### config.mk
export PLATFORM = sky130hd
export DESIGN_NAME = hmap_front
export DESIGN_NICKNAME = d
export VERILOG_FILES = /design/src/rtl/hmap_pkg.sv /design/src/rtl/hmap_front.sv
export SDC_FILE = /design/constraint.sdc
export NUM_CORES = 1
export LEC_CHECK = 0
export ABC_AREA = 1
export BUFFER_PORTS_ARGS = -buffer_cell sky130_fd_sc_hd__buf_2
export CAP_MARGIN = 40
export CORE_ASPECT_RATIO = 1.5
export CORE_MARGIN = 4
export CORE_UTILIZATION = 53
export DETAILED_ROUTE_END_ITERATION = 10
export PLACE_DENSITY = 0.89
export SLEW_MARGIN = 20
export SYNTH_ARGS = -nofsm -noshare
export SYNTH_HDL_FRONTEND = slang
export SYNTH_SLANG_ARGS = --single-unit
### constraint.sdc
create_clock -name i_clk -period 5.8 [get_ports i_clk]
set_input_delay 0.29 -clock i_clk [delete_from_list [all_inputs] [get_ports i_clk]]
set_output_delay 0.29 -clock i_clk [all_outputs]
set_load 0.1 [all_outputs]
### src/rtl/hmap_pkg.sv
// Shared types and constants for the chained integer-key hash map.
// Used by hmap_front, hmap_back and chained_int_key_hash_map_top.
package hmap_pkg;

    // Field widths fixed by the interface.
    localparam int OP_W   = 2;
    localparam int KEY_W  = 32;
    localparam int DATA_W = 32;
    localparam int CFG_W  = 4;
    localparam int STAT_W = 2;

    // Smallest bucket count log2 that the mask honors.
    localparam logic [CFG_W-1:0] MIN_LOG2 = 4'd3;

    // Operation codes as they arrive on the input word.
    localparam logic [OP_W-1:0] OPC_FIND   = 2'd0;
    localparam logic [OP_W-1:0] OPC_INSERT = 2'd1;
    localparam logic [OP_W-1:0] OPC_REMOVE = 2'd2;
    // Unassigned code; it behaves as a find.
    localparam logic [OP_W-1:0] OPC_SPARE  = 2'd3;

    // Classified operation carried to the back end.
    typedef enum logic [1:0] {
        OP_FIND   = 2'd0,
        OP_INSERT = 2'd1,
        OP_REMOVE = 2'd2
    } t_op;

    // Result status codes.
    typedef enum logic [STAT_W-1:0] {
        STAT_OK   = 2'd0,
        STAT_MISS = 2'd1,
        STAT_FULL = 2'd2
    } t_status;

    // Back-end sequencer states.
    typedef enum logic [2:0] {
        ST_INIT,
        ST_IDLE,
        ST_HEAD,
        ST_NODE,
        ST_EXEC,
        ST_ALLOC,
        ST_FREE,
        ST_RESULT
    } t_state;

    // Handshake between the request queue and the back end.
    typedef struct packed {
        logic pop;
        logic init_done;
    } t_back_ctl;

endpackage

### src/rtl/hmap_front.sv
// Front end of the hash map: accepts words, classifies the operation,
// computes the bucket index and queues requests. Depends on hmap_pkg.
module hmap_front #(
    parameter int BKT_W = 8,
    parameter int VW    = 32
) (
    input  logic                       i_clk,
    input  logic                       i_rst_n,
    input  logic                       i_valid,
    output logic                       o_ready,
    input  logic [hmap_pkg::OP_W-1:0]  i_operation,
    input  logic [hmap_pkg::KEY_W-1:0] i_key,
    input  logic [VW-1:0]              i_value_in,
    input  logic [hmap_pkg::CFG_W-1:0] i_log2,
    input  hmap_pkg::t_back_ctl        i_back,
    output logic                       o_q_valid,
    output hmap_pkg::t_op              o_q_op,
    output logic [hmap_pkg::KEY_W-1:0] o_q_key,
    output logic [VW-1:0]              o_q_val,
    output logic [BKT_W-1:0]           o_q_bkt
);
    import hmap_pkg::*;

    localparam int QD = 2;

    t_op                  op_cls;
    logic [CFG_W-1:0]     lg;
    logic [BKT_W-1:0]     bkt;
    logic                 push;

    t_op                  r_op  [QD];
    logic [KEY_W-1:0]     r_key [QD];
    logic [VW-1:0]        r_val [QD];
    logic [BKT_W-1:0]     r_bkt [QD];
    logic                 r_wp, r_rp;
    logic [1:0]           r_cnt;

    // Decode the operation; the unused code behaves as a find.
    always_comb begin
        unique case (i_operation)
            OPC_INSERT: op_cls = OP_INSERT;
            OPC_REMOVE: op_cls = OP_REMOVE;
            default:    op_cls = OP_FIND;
        endcase
    end

    // Bucket mask: max(log2, 3) low key bits, saturating at the bucket width.
    always_comb begin
        lg = (i_log2 < MIN_LOG2) ? MIN_LOG2 : i_log2;
        for (int j = 0; j < BKT_W; j++) begin
            bkt[j] = i_key[j] & (32'(j) < 32'(lg));
        end
    end

    // Items are taken only once the back end has finished its clearing pass.
    assign o_ready = i_back.init_done && (r_cnt != 2'(QD));
    assign push    = i_valid && o_ready;

    // Queue storage.
    always_ff @(posedge i_clk) begin
        if (push) begin
            r_op[r_wp]  <= op_cls;
            r_key[r_wp] <= i_key;
            r_val[r_wp] <= i_value_in;
            r_bkt[r_wp] <= bkt;
        end
    end

    // Queue pointers and fill level.
    always_ff @(posedge i_clk) begin
        if (!i_rst_n) begin
            r_wp  <= 1'b0;
            r_rp  <= 1'b0;
            r_cnt <= 2'd0;
        end else begin
            if (push) r_wp <= ~r_wp;
            if (i_back.pop) r_rp <= ~r_rp;
            r_cnt <= r_cnt + 2'(push) - 2'(i_back.pop);
        end
    end

    assign o_q_valid = (r_cnt != 2'd0);
    assign o_q_op    = r_op[r_rp];
    assign o_q_key   = r_key[r_rp];
    assign o_q_val   = r_val[r_rp];
    assign o_q_bkt   = r_bkt[r_rp];

endmodule

* After elaboration in Yosys (flattened, before gate mapping)
Memory sizes are Yosys's and may differ from the RTL's. A register that Yosys moved wholly into a read port is not among the register bits. Cells that the tools add are included.
Storage, ports and cells: flip-flop bits (word level) 4, bits in latches 0, RAM bits 148, bits in read-only memories 0, word-level logic and storage cells 46, memories 4
Operators by class: add/sub/neg operators 2, $mul 0, divide/modulo/power cells 0, magnitude comparators 9, equal/unequal tests 3, shifts and indexed selects 0, multiplexer cells 12, bitwise operators 10, reductions and logical operators 3
Memories:
- r_key | depth 2, width 32, rd ports 1, clocked after Yosys merged registers in 1, wr ports 1, line hmap_front.sv:32 | logic [KEY_W-1:0] r_key [QD];
- r_val | depth 2, width 32, rd ports 1, clocked after Yosys merged registers in 1, wr ports 1, line hmap_front.sv:33 | logic [VW-1:0] r_val [QD];
- r_bkt | depth 2, width 8, rd ports 1, clocked after Yosys merged registers in 1, wr ports 1, line hmap_front.sv:34 | logic [BKT_W-1:0] r_bkt [QD];
- r_op | depth 2, width 2, rd ports 1, clocked after Yosys merged registers in 1, wr ports 1, line hmap_front.sv:31 | t_op r_op [QD];
Operators with widths (count):
- less-than comparator 3 x 4 -> 1 bit, first input constant | 4
- two-way mux 1 bit | 10
- bitwise AND 1 bit | 8
- less-than comparator 1 x 4 -> 1 bit, first input constant | 2
- less-than comparator 2 x 4 -> 1 bit, first input constant | 2
- less-than comparator 4 x 2 -> 1 bit, second input constant | 1
- two-way mux 4 bit | 1
- one-hot mux 2 bit (2 select lines) | 1
- adder 2 x 1 -> 2 bit | 1
- equality test 2 x 1 -> 1 bit, second input constant | 1
- equality test 2 bit, second input constant | 1
- logical AND 1 bit | 2
- != test 2 bit, second input constant | 1
- NOT 1 bit | 2
- nonzero test 2 bit | 1
- subtractor 2 x 1 -> 2 bit | 1

* Logic depth before layout (Yosys ltp)
Gate-level depths: netlist of run 1.
depth in word-level cells 5, mapped depth 10

* Least setup slack after synthesis of run 1
OpenSTA, ideal clock, no wires.
path type register -> register, start register r_cnt[0], end memory r_bkt[0][0], enable pin, library setup time 507 ps, arrival 3614 ps, required time 5293 ps, path slack 1679 ps, cell stages (with the launch flop) 5, buffers on the path 0, period minus slack after synthesis 4121 ps, cells stage by stage dfxtp_1 inv_1 nand2_1 nand3_1 nor2_1
Between the ends: longest elaborated chain between the ends 5
Ends and longest elaborated chain:
- start, declared | line hmap_front.sv:36 | logic [1:0] r_cnt;
- start signal, assigned | line hmap_front.sv:78 | r_cnt <= r_cnt + 2'(push) - 2'(i_back.pop);
- != test 2 bit | line hmap_front.sv:56 | assign o_ready = i_back.init_done && (r_cnt != 2'(QD));
- logical AND 1 bit | line hmap_front.sv:56
- logical AND 1 bit | line hmap_front.sv:57 | assign push = i_valid && o_ready;
- two-way mux 1 bit | line hmap_front.sv:61 | if (push) begin
- two-way mux 1 bit (not written as such) | line hmap_front.sv:65 | r_bkt[r_wp] <= bkt;
- end, declared | line hmap_front.sv:34
No other way between the ends.

==> impl_metrics.tcl, run 1 <==
set metrics [dict create \
    number_of_antenna_violations_at_the_first_check_in_global_routing 1 \
    worstPathRequired_ps 5510 \
    flop_and_latch_count_out_of_synthesis 153 \
    whs_ps 77.0 \
    first_pass_grt_wire_length_mm 15.9 \
    clkSinkCount 153 \
    power-per-cell-area_mw_per_mm2 392 \
    arrival_time_of_the_worst_setup_path_ps 2550 \
    total_power_w 0.00291 \
    diodes 0 \
    vert_die_dim_um 138 \
    drtIter0Drc 173 \
    cts.hold.buffers_added 0 \
    track_usage_pct 16.5 \
    worst_vdd_rail_ir_drop_v 0.000247 \
    ctsRootBufferMaster "clkbuf_16" \
    min_period_ps 2840 \
    wirelength_mm 10.5 \
    ys_seq_area_share_pct 76.5 \
    drc_errors 0 \
    grt_max_degree 46 \
    postSynthNetCount 369 \
    first_global_vias 3258 \
    p_leak_nw 2.99 \
    start_kind "flip-flop" \
    placementRows 47 \
    core_area_mm2 0.0110 \
    tritoncts.num_buffers 17 \
    max_slew.worst_pin.slew_ps 762 \
    post-dp-hpwl_mm 7.35 \
    syn_inst 292 \
    clock_insertion_delay_worst_skew_ps 400 \
    ys_warn_count 0 \
    setup.worst_path.class "flip-flop to primary output" \
    die_w_um 94.4 \
    worst_setup_hold_path_clk_slew_ps 60 \
    fin_worst_skew_ps 6.67 \
    pin_count 151 \
    grt_overflow_total 0 \
    setup_viol 0 \
    firstDrtPassIters 4 \
    flow.area_growth_from_synthesis_pct 25.1 \
    port_buffers 150 \
    drive_gt1_share_pct 55.7 \
    cts_resized 0 \
    syn-cell-area_mm2 0.00594 \
    finalSetupTns_ps 0 \
    cts_post_setup_buffers_inserted 0 \
    synthDistinctLibCells 16 \
    ctsLongestPathBuffers 2 \
    outcome "finished, final reports clean" \
    cts_tree "done" \
    critical_path.max_fanout 45 \
    fp.dieArea_mm2 0.0130 \
    fin_util_pct 67.6 \
    final_max_slew_viol_count 0 \
    hold_path_class "primary input to flip-flop" \
    vias 3031 \
    initial_core_util_pct 54.0 \
    synth.avg_cell_area_um2 20.3 \
    slew_headroom_pct 49.2 \
    maxClockFrequency_ghz 0.353 \
    period_share_pct 48.9 \
    wl_per_cell_um 17.2 \
    final_nets 531 \
    timing.final.hold_violations 0 \
    vias_per_cell 4.94 \
    final_cell_mix "150 x buf_2, 148 x edfxtp_1, 60 x mux2_4" \
    gpl.final_weighted_congestion 0.702 \
    cap_viol_max_count 0 \
    remaining_antenna_violation_count_after_routing 0 \
    mostFrequentLayoutCell "buf_2" \
    cts-htree-levels 4 \
    endpoint_kind "primary output" \
    rsz0062_at_grt "false" \
]
[synth_stat cells]
cell type | count | area (µm²)
a21boi_0 | 2 | 15.0
a21oi_1 | 1 | 5.00
buf_2 | 1 | 5.00
buf_6 | 7 | 78.8
clkbuf_1 | 3 | 11.3
dfxtp_1 | 5 | 100
edfxtp_1 | 148 | 4440
ha_1 | 2 | 25.0
inv_1 | 18 | 67.6
mux2_2 | 14 | 158
mux2_4 | 60 | 901
nand2_1 | 14 | 52.6
nand3_1 | 3 | 15.0
nand4_1 | 1 | 6.26
nor2_1 | 12 | 45.0
nor3b_1 | 1 | 7.51
[cell families after synthesis]
logic type,Yosys count,synth area share (%)
multiplexers,74,17.8
buffers and inverters,29,2.74
AO/OA/AOI/OAI,3,0.337
AND/OR/NAND/NOR,31,2.13
adder cells (fa/ha/maj),2,0.421
flip-flops,153,76.5
[worst max-delay path, cell delays in order (launching register included)]
cell and delay [ps]:
dfxtp_4 690, buf_4 710, mux2_2 290, buf_2 420
[path summary, 6_finish.rpt]
check | from | end | slack [ps] | cells after the start
max | flip-flop | o_q_key[31] | 2960 | 3
min | i_key[10] | r_key[1][10] | 80 | 1
max reg2reg | r_cnt[0] | r_key[1][13] | 3660 | 5
min reg2reg | r_rp | r_rp | 500 | 2
[layout make-up]
| class | count | area (µm²) |
|---|---|---|
| flip-flops and latches | 153 | 4550 |
| clock buffers | 25 | 505 |
| inverters | 18 | 67.6 |
| well taps | 147 | 184 |
| clock inverters | 7 | 92.6 |
| fillers | 737 | 3570 |
| repair buffers | 154 | 793 |
| multi-input cells | 110 | 1240 |
[sequential cells by signal, indices dropped and copies added, names as in the netlist, named ones only]
signal,flops
r_op,4
r_bkt,16
r_key,64
r_val,64
r_rp,1
r_wp,1
r_cnt,2
[power breakdown]
group	internal (W)	leakage (nW)	switching [W]
combinational	0.000123	1.31	0.000430
clock	0.000690	0.286	0.000381
sequential	0.00127	1.40	0.0000211
total	0.00208	2.99	0.000832
[routing by layer]
metal	vias to the layer above	GRT usage, %	part of all wire, %
li1	1429	-	-
met1	1487	17.0	34
met2	101	30.9	58
met3	12	5.14	6.5
met4	2	6.27	1.5
met5	-	0	0.12
[per-stage QoR]
step           cells  cell area, µm²  setup slack [ps]
6_report         614            7430              2960
5_1_grt          614            7430              2830
4_1_cts          614            7430              2910
3_5_place_dp     582            6830              3350
3_3_place_gp     581            6810              3380
2_1_floorplan    292            5940              1680
No activity file was read; power rests on OpenSTA's default activity.
==> inputs of run 2 (changes only) <==
Clock period 5.8 ns to 2.7 ns, I/O delays scaled along.
==> run 2 against run 1 <==
Against the previous run:
- first-iteration DRC count is 41% lower
- utilization increased by 5.7 points
- clock skew down 1.5 ps
- clock-buffer cell count is 6 lower
- die area unchanged
- critical path depth unchanged
- critical path type unchanged
- largest power group unchanged
- highest routed layer is now met4
==> impl_metrics.tcl, run 2 (synthesized netlist as in run 1, its figures left out) <==
set metrics [dict create \
    outcome "finished, final reports clean" \
    worstPathRequired_ps 2570 \
    firstDrtPassIters 4 \
    post-dp-hpwl_mm 7.54 \
    worst_setup_hold_path_clk_slew_ps 60 \
    min_period_ps 2270 \
    setup_viol 0 \
    cts_post_setup_buffers_inserted 0 \
    vias 3288 \
    grt_overflow_total 0 \
    core_area_mm2 0.0110 \
    total_power_w 0.00620 \
    final_max_slew_viol_count 0 \
    tritoncts.num_buffers 17 \
    fin_worst_skew_ps 5.18 \
    maxClockFrequency_ghz 0.440 \
    layout_setup_ws_ps 429 \
    whs_ps 32.1 \
    remaining_antenna_violation_count_after_routing 0 \
    largest_registers "r_key (64), r_val (64), r_bkt (16)" \
    clock_insertion_delay_worst_skew_ps 400 \
    cts_tree "done" \
    placementRows 47 \
    period_share_pct 84.1 \
    clkSinkCount 153 \
    rsz0062_at_grt "false" \
    number_of_antenna_violations_at_the_first_check_in_global_routing 1 \
    placement.setup.worst_slack_ps 833 \
    arrival_time_of_the_worst_setup_path_ps 2140 \
    initial_core_util_pct 54.0 \
    final_cell_count_no_fill 680 \
    grt_max_degree 42 \
    drtIter0Drc 102 \
    num-fill-cells 691 \
    cts.hold.buffers_added 65 \
    vias_per_cell 4.84 \
    fp.dieArea_mm2 0.0130 \
    worst_vdd_rail_ir_drop_v 0.000534 \
    drive_gt1_share_pct 48.9 \
    final_nets 599 \
    timing.final.hold_violations 0 \
    wirelength_mm 11.9 \
    vert_die_dim_um 138 \
    ctsLongestPathBuffers 2 \
    track_usage_pct 18.8 \
    wl_per_cell_um 17.5 \
    final_cell_mix "150 x buf_2, 148 x edfxtp_1, 65 x dlygate4sd3_1" \
    cap_viol_max_count 0 \
    start_kind "flip-flop" \
    cts_resized 0 \
    first_pass_grt_wire_length_mm 18.0 \
    gpl.final_weighted_congestion 0.768 \
    setup.worst_path.class "flip-flop to primary output" \
    drc_errors 0 \
    hold_path_class "primary input to flip-flop" \
    max_slew.worst_pin.slew_ps 568 \
    p_leak_nw 3.25 \
    cts-htree-levels 4 \
    first_global_vias 3606 \
    endpoint_kind "primary output" \
    critical_path.max_fanout 33 \
    finalSetupTns_ps 0 \
    pin_count 151 \
    port_buffers 150 \
    slew_headroom_pct 62.1 \
    ctsRootBufferMaster "clkbuf_16" \
    flow.area_growth_from_synthesis_pct 35.7 \
    placed_cells 585 \
    mostFrequentLayoutCell "buf_2" \
    layout.area.seq_mm2 0.00455 \
    die_w_um 94.4 \
    power-per-cell-area_mw_per_mm2 770 \
    multiInputGateArea_mm2 0.00124 \
]
==> run 2: changes by cell type in the layout (fill, tap and decap cells not counted), sizes merged <==
cell	previous run	this run
dlygate4sd3	0	65
clkbuf	25	19
clkinv	2	6
buf	154	157
diode	0	1
inv	18	17
==> run 2: final cells by class <==
class                      count  area share, %
antenna                        1         0.0311
clock buffer                  19           5.37
clock inverter                10           1.32
inverter                      18          0.854
multi-input combinational    110           15.4
sequential                   153           56.4
tap                          147           2.28
timing repair buffer         222           18.4
==> run 2: power breakdown <==
group          internal (W)  leakage, nW  switching, W  total (W)
clock               0.00133        0.258      0.000825    0.00216
sequential          0.00273         1.40     0.0000487    0.00278
combinational      0.000327         1.60      0.000941    0.00127
total               0.00439         3.25       0.00182    0.00620
==> run 2: worst paths after layout <==
check                     end  startpoint  cells past startpoint  slack (ps)
setup reg to reg  r_val[0][2]    r_cnt[0]                      5        1110
hold reg to reg          r_rp        r_rp                      2         520
hold / removal           r_rp   i_back[1]                      3          30
setup / recovery  o_q_key[11]   flip-flop                      3         430
==> run 2: metrics by stage <==
stage	area [µm²]	utilization [%]
after floorplan	5940	-
after global placement	6870	62.4
after detailed placement	6870	62.4
after CTS	8060	73.3
after global routing	8060	73.3
final	8060	73.3
==> run 2: routing by layer <==
metal | up-vias | track usage, % | routed length [µm]
met4 | 0 | 8.92 | 322
met3 | 21 | 4.21 | 653
met1 | 1588 | 19.7 | 4250
met2 | 115 | 34.9 | 6650
li1 | 1564 | - | -
met5 | - | 0 | 0
==> run 2: worst max-delay path, cell delays in order, from the launching register on <==
cell and delay, ps:
dfxtp_4 720, buf_4 370, mux2_4 200, buf_2 420
==> inputs of run 3 (changes only) <==
Clock period 2.7 ns to 2.1 ns, I/O delays scaled along.
==> run 3 against run 2 <==
Against the previous run:
- clock power grew 32%
- sequential cell count did not move
- non-clock buffer count increased by 2
- wire length up 1.8%
- largest cell class unchanged
- critical endpoint is now o_q_key[26]
- critical path type unchanged
==> impl_metrics.tcl, run 3 (synthesized netlist as in run 1, its figures left out) <==
set metrics [dict create \
    final_cell_mix "149 x buf_2, 148 x edfxtp_1, 69 x dlygate4sd3_1" \
    crit-reg2reg-launch "r_cnt[0]" \
    p_leak_nw 3.27 \
    track_usage_pct 18.9 \
    hold_path_startpoint "i_log2[0]" \
    initial_core_util_pct 54.0 \
    number_of_antenna_violations_at_the_first_check_in_global_routing 1 \
    cap_viol_max_count 0 \
    rsz0062_at_grt "false" \
    final_max_slew_viol_count 0 \
    pin_count 151 \
    maxClockFrequency_ghz 0.513 \
    core_area_mm2 0.0110 \
    start_kind "flip-flop" \
    vert_die_dim_um 138 \
    worst-r2r-setup-slack_ps 560 \
    post-dp-hpwl_mm 7.21 \
    r2r_cells 5 \
    drtIter0Drc 174 \
    endpoint_kind "primary output" \
    grt_max_degree 75 \
    first_pass_grt_wire_length_mm 17.8 \
    largest_registers "r_key (64), r_val (64), r_bkt (16)" \
    ctsLongestPathBuffers 2 \
    remaining_antenna_violation_count_after_routing 0 \
    placed_cells 583 \
    drive_gt1_share_pct 48.6 \
    first_global_vias 3566 \
    min_period_ps 1950 \
    outcome "finished, final reports clean" \
    worstReg2RegEnd "r_val[0][28]" \
    cts_resized 0 \
    fin_worst_skew_ps 5.29 \
    vias_per_cell 4.88 \
    num-fill-cells 660 \
    worst_vdd_rail_ir_drop_v 0.000589 \
    tritoncts.num_buffers 17 \
    firstDrtPassIters 4 \
    period_share_pct 92.8 \
    drc_errors 0 \
    arrival_time_of_the_worst_setup_path_ps 1840 \
    layout.area.seq_mm2 0.00455 \
    cts_post_setup_buffers_inserted 0 \
    fp.dieArea_mm2 0.0130 \
    cts-htree-levels 4 \
    holdPathStages 5 \
    max_slew.worst_pin.slew_ps 533 \
    clock_insertion_delay_worst_skew_ps 410 \
    wl_per_cell_um 17.7 \
    critical_path.max_fanout 25 \
    placementRows 47 \
    finalSetupTns_ps 0 \
    timing.hold.worst_endpoint "r_bkt[1][4]" \
    cts.hold.buffers_added 69 \
    ctsRootBufferMaster "clkbuf_16" \
    power-per-cell-area_mw_per_mm2 992 \
    die_w_um 94.4 \
    detailroute.wirelength.met3_um 592 \
    top_layer "met4" \
    mostFrequentLayoutCell "buf_2" \
    final_cell_count_no_fill 683 \
    worstPathRequired_ps 2000 \
    final_nets 601 \
    port_buffers 150 \
    grt_overflow_total 0 \
    met2_wirelength_mm 6.90 \
    hold_path_class "primary input to flip-flop" \
    timing.final.hold_violations 0 \
    gpl.final_weighted_congestion 0.721 \
    clkSinkCount 153 \
    fin_util_pct 74.2 \
    setup.worst_path.class "flip-flop to primary output" \
    cts_tree "done" \
    setup_viol 0 \
    vias 3336 \
    wirelength_mm 12.1 \
    routedLengthMet1_mm 4.35 \
    multiInputGateArea_mm2 0.00124 \
    worst_setup_hold_path_clk_slew_ps 60 \
    slew_headroom_pct 64.7 \
    flow.area_growth_from_synthesis_pct 37.4 \
]
run 3: changes by cell type in the layout (fill, tap and decap cells not counted), sizes merged:
cell	delta
buf	-2
inv	+2
clkbuf	-1
dlygate4sd3	+4
clkinvlp	+2
clkinv	-2
run 3: cell type report:
type / count / area share [%]
diodes: 1 / 0.0307
clock buffers: 18 / 5.26
clock inverters: 12 / 1.55
inverters: 18 / 0.875
multi-input cells: 110 / 15.2
flip-flops and latches: 153 / 55.8
well taps: 147 / 2.26
repair buffers: 224 / 19.1
run 3: worst max path at each step:
stage	start	endpoint	slack, ps
after CTS	flip-flop	o_q_key[26]	120
after global placement	flip-flop	o_q_key[26]	580
final	flip-flop	o_q_key[26]	150
after detailed placement	flip-flop	o_q_key[26]	560
after floorplan	r_cnt[0]	r_bkt[0][0]	10
after global routing	flip-flop	o_q_key[26]	80
run 3: metrics by stage:
stage	hold WS (ps)	worst slack, ps	instance area [µm²]	power, W
detailed placement	297	564	6910	0.00518
global placement	293	578	6910	0.00514
global route	110	83.7	8160	0.00835
finish	97.6	150	8160	0.00809
floorplan	198	12.2	5950	0.00491
CTS	78.4	115	8150	0.00814
run 3: worst max-delay path, stage by stage (launching register included):
cell     delay, ps
dfxtp_4        510
buf_12         260
mux2_2         360
buf_2          290
run 3: where the power goes:
part	switching (W)	internal, W
logic	0.00123	0.000441
clock network	0.00113	0.00173
registers	0.0000496	0.00350
run 3: layer usage:
layer,vias up,GRT usage (%)
met2,112,35.3
met5,-,0
li1,1570,-
met3,20,4.32
met1,1634,19.8
met4,0,8.35
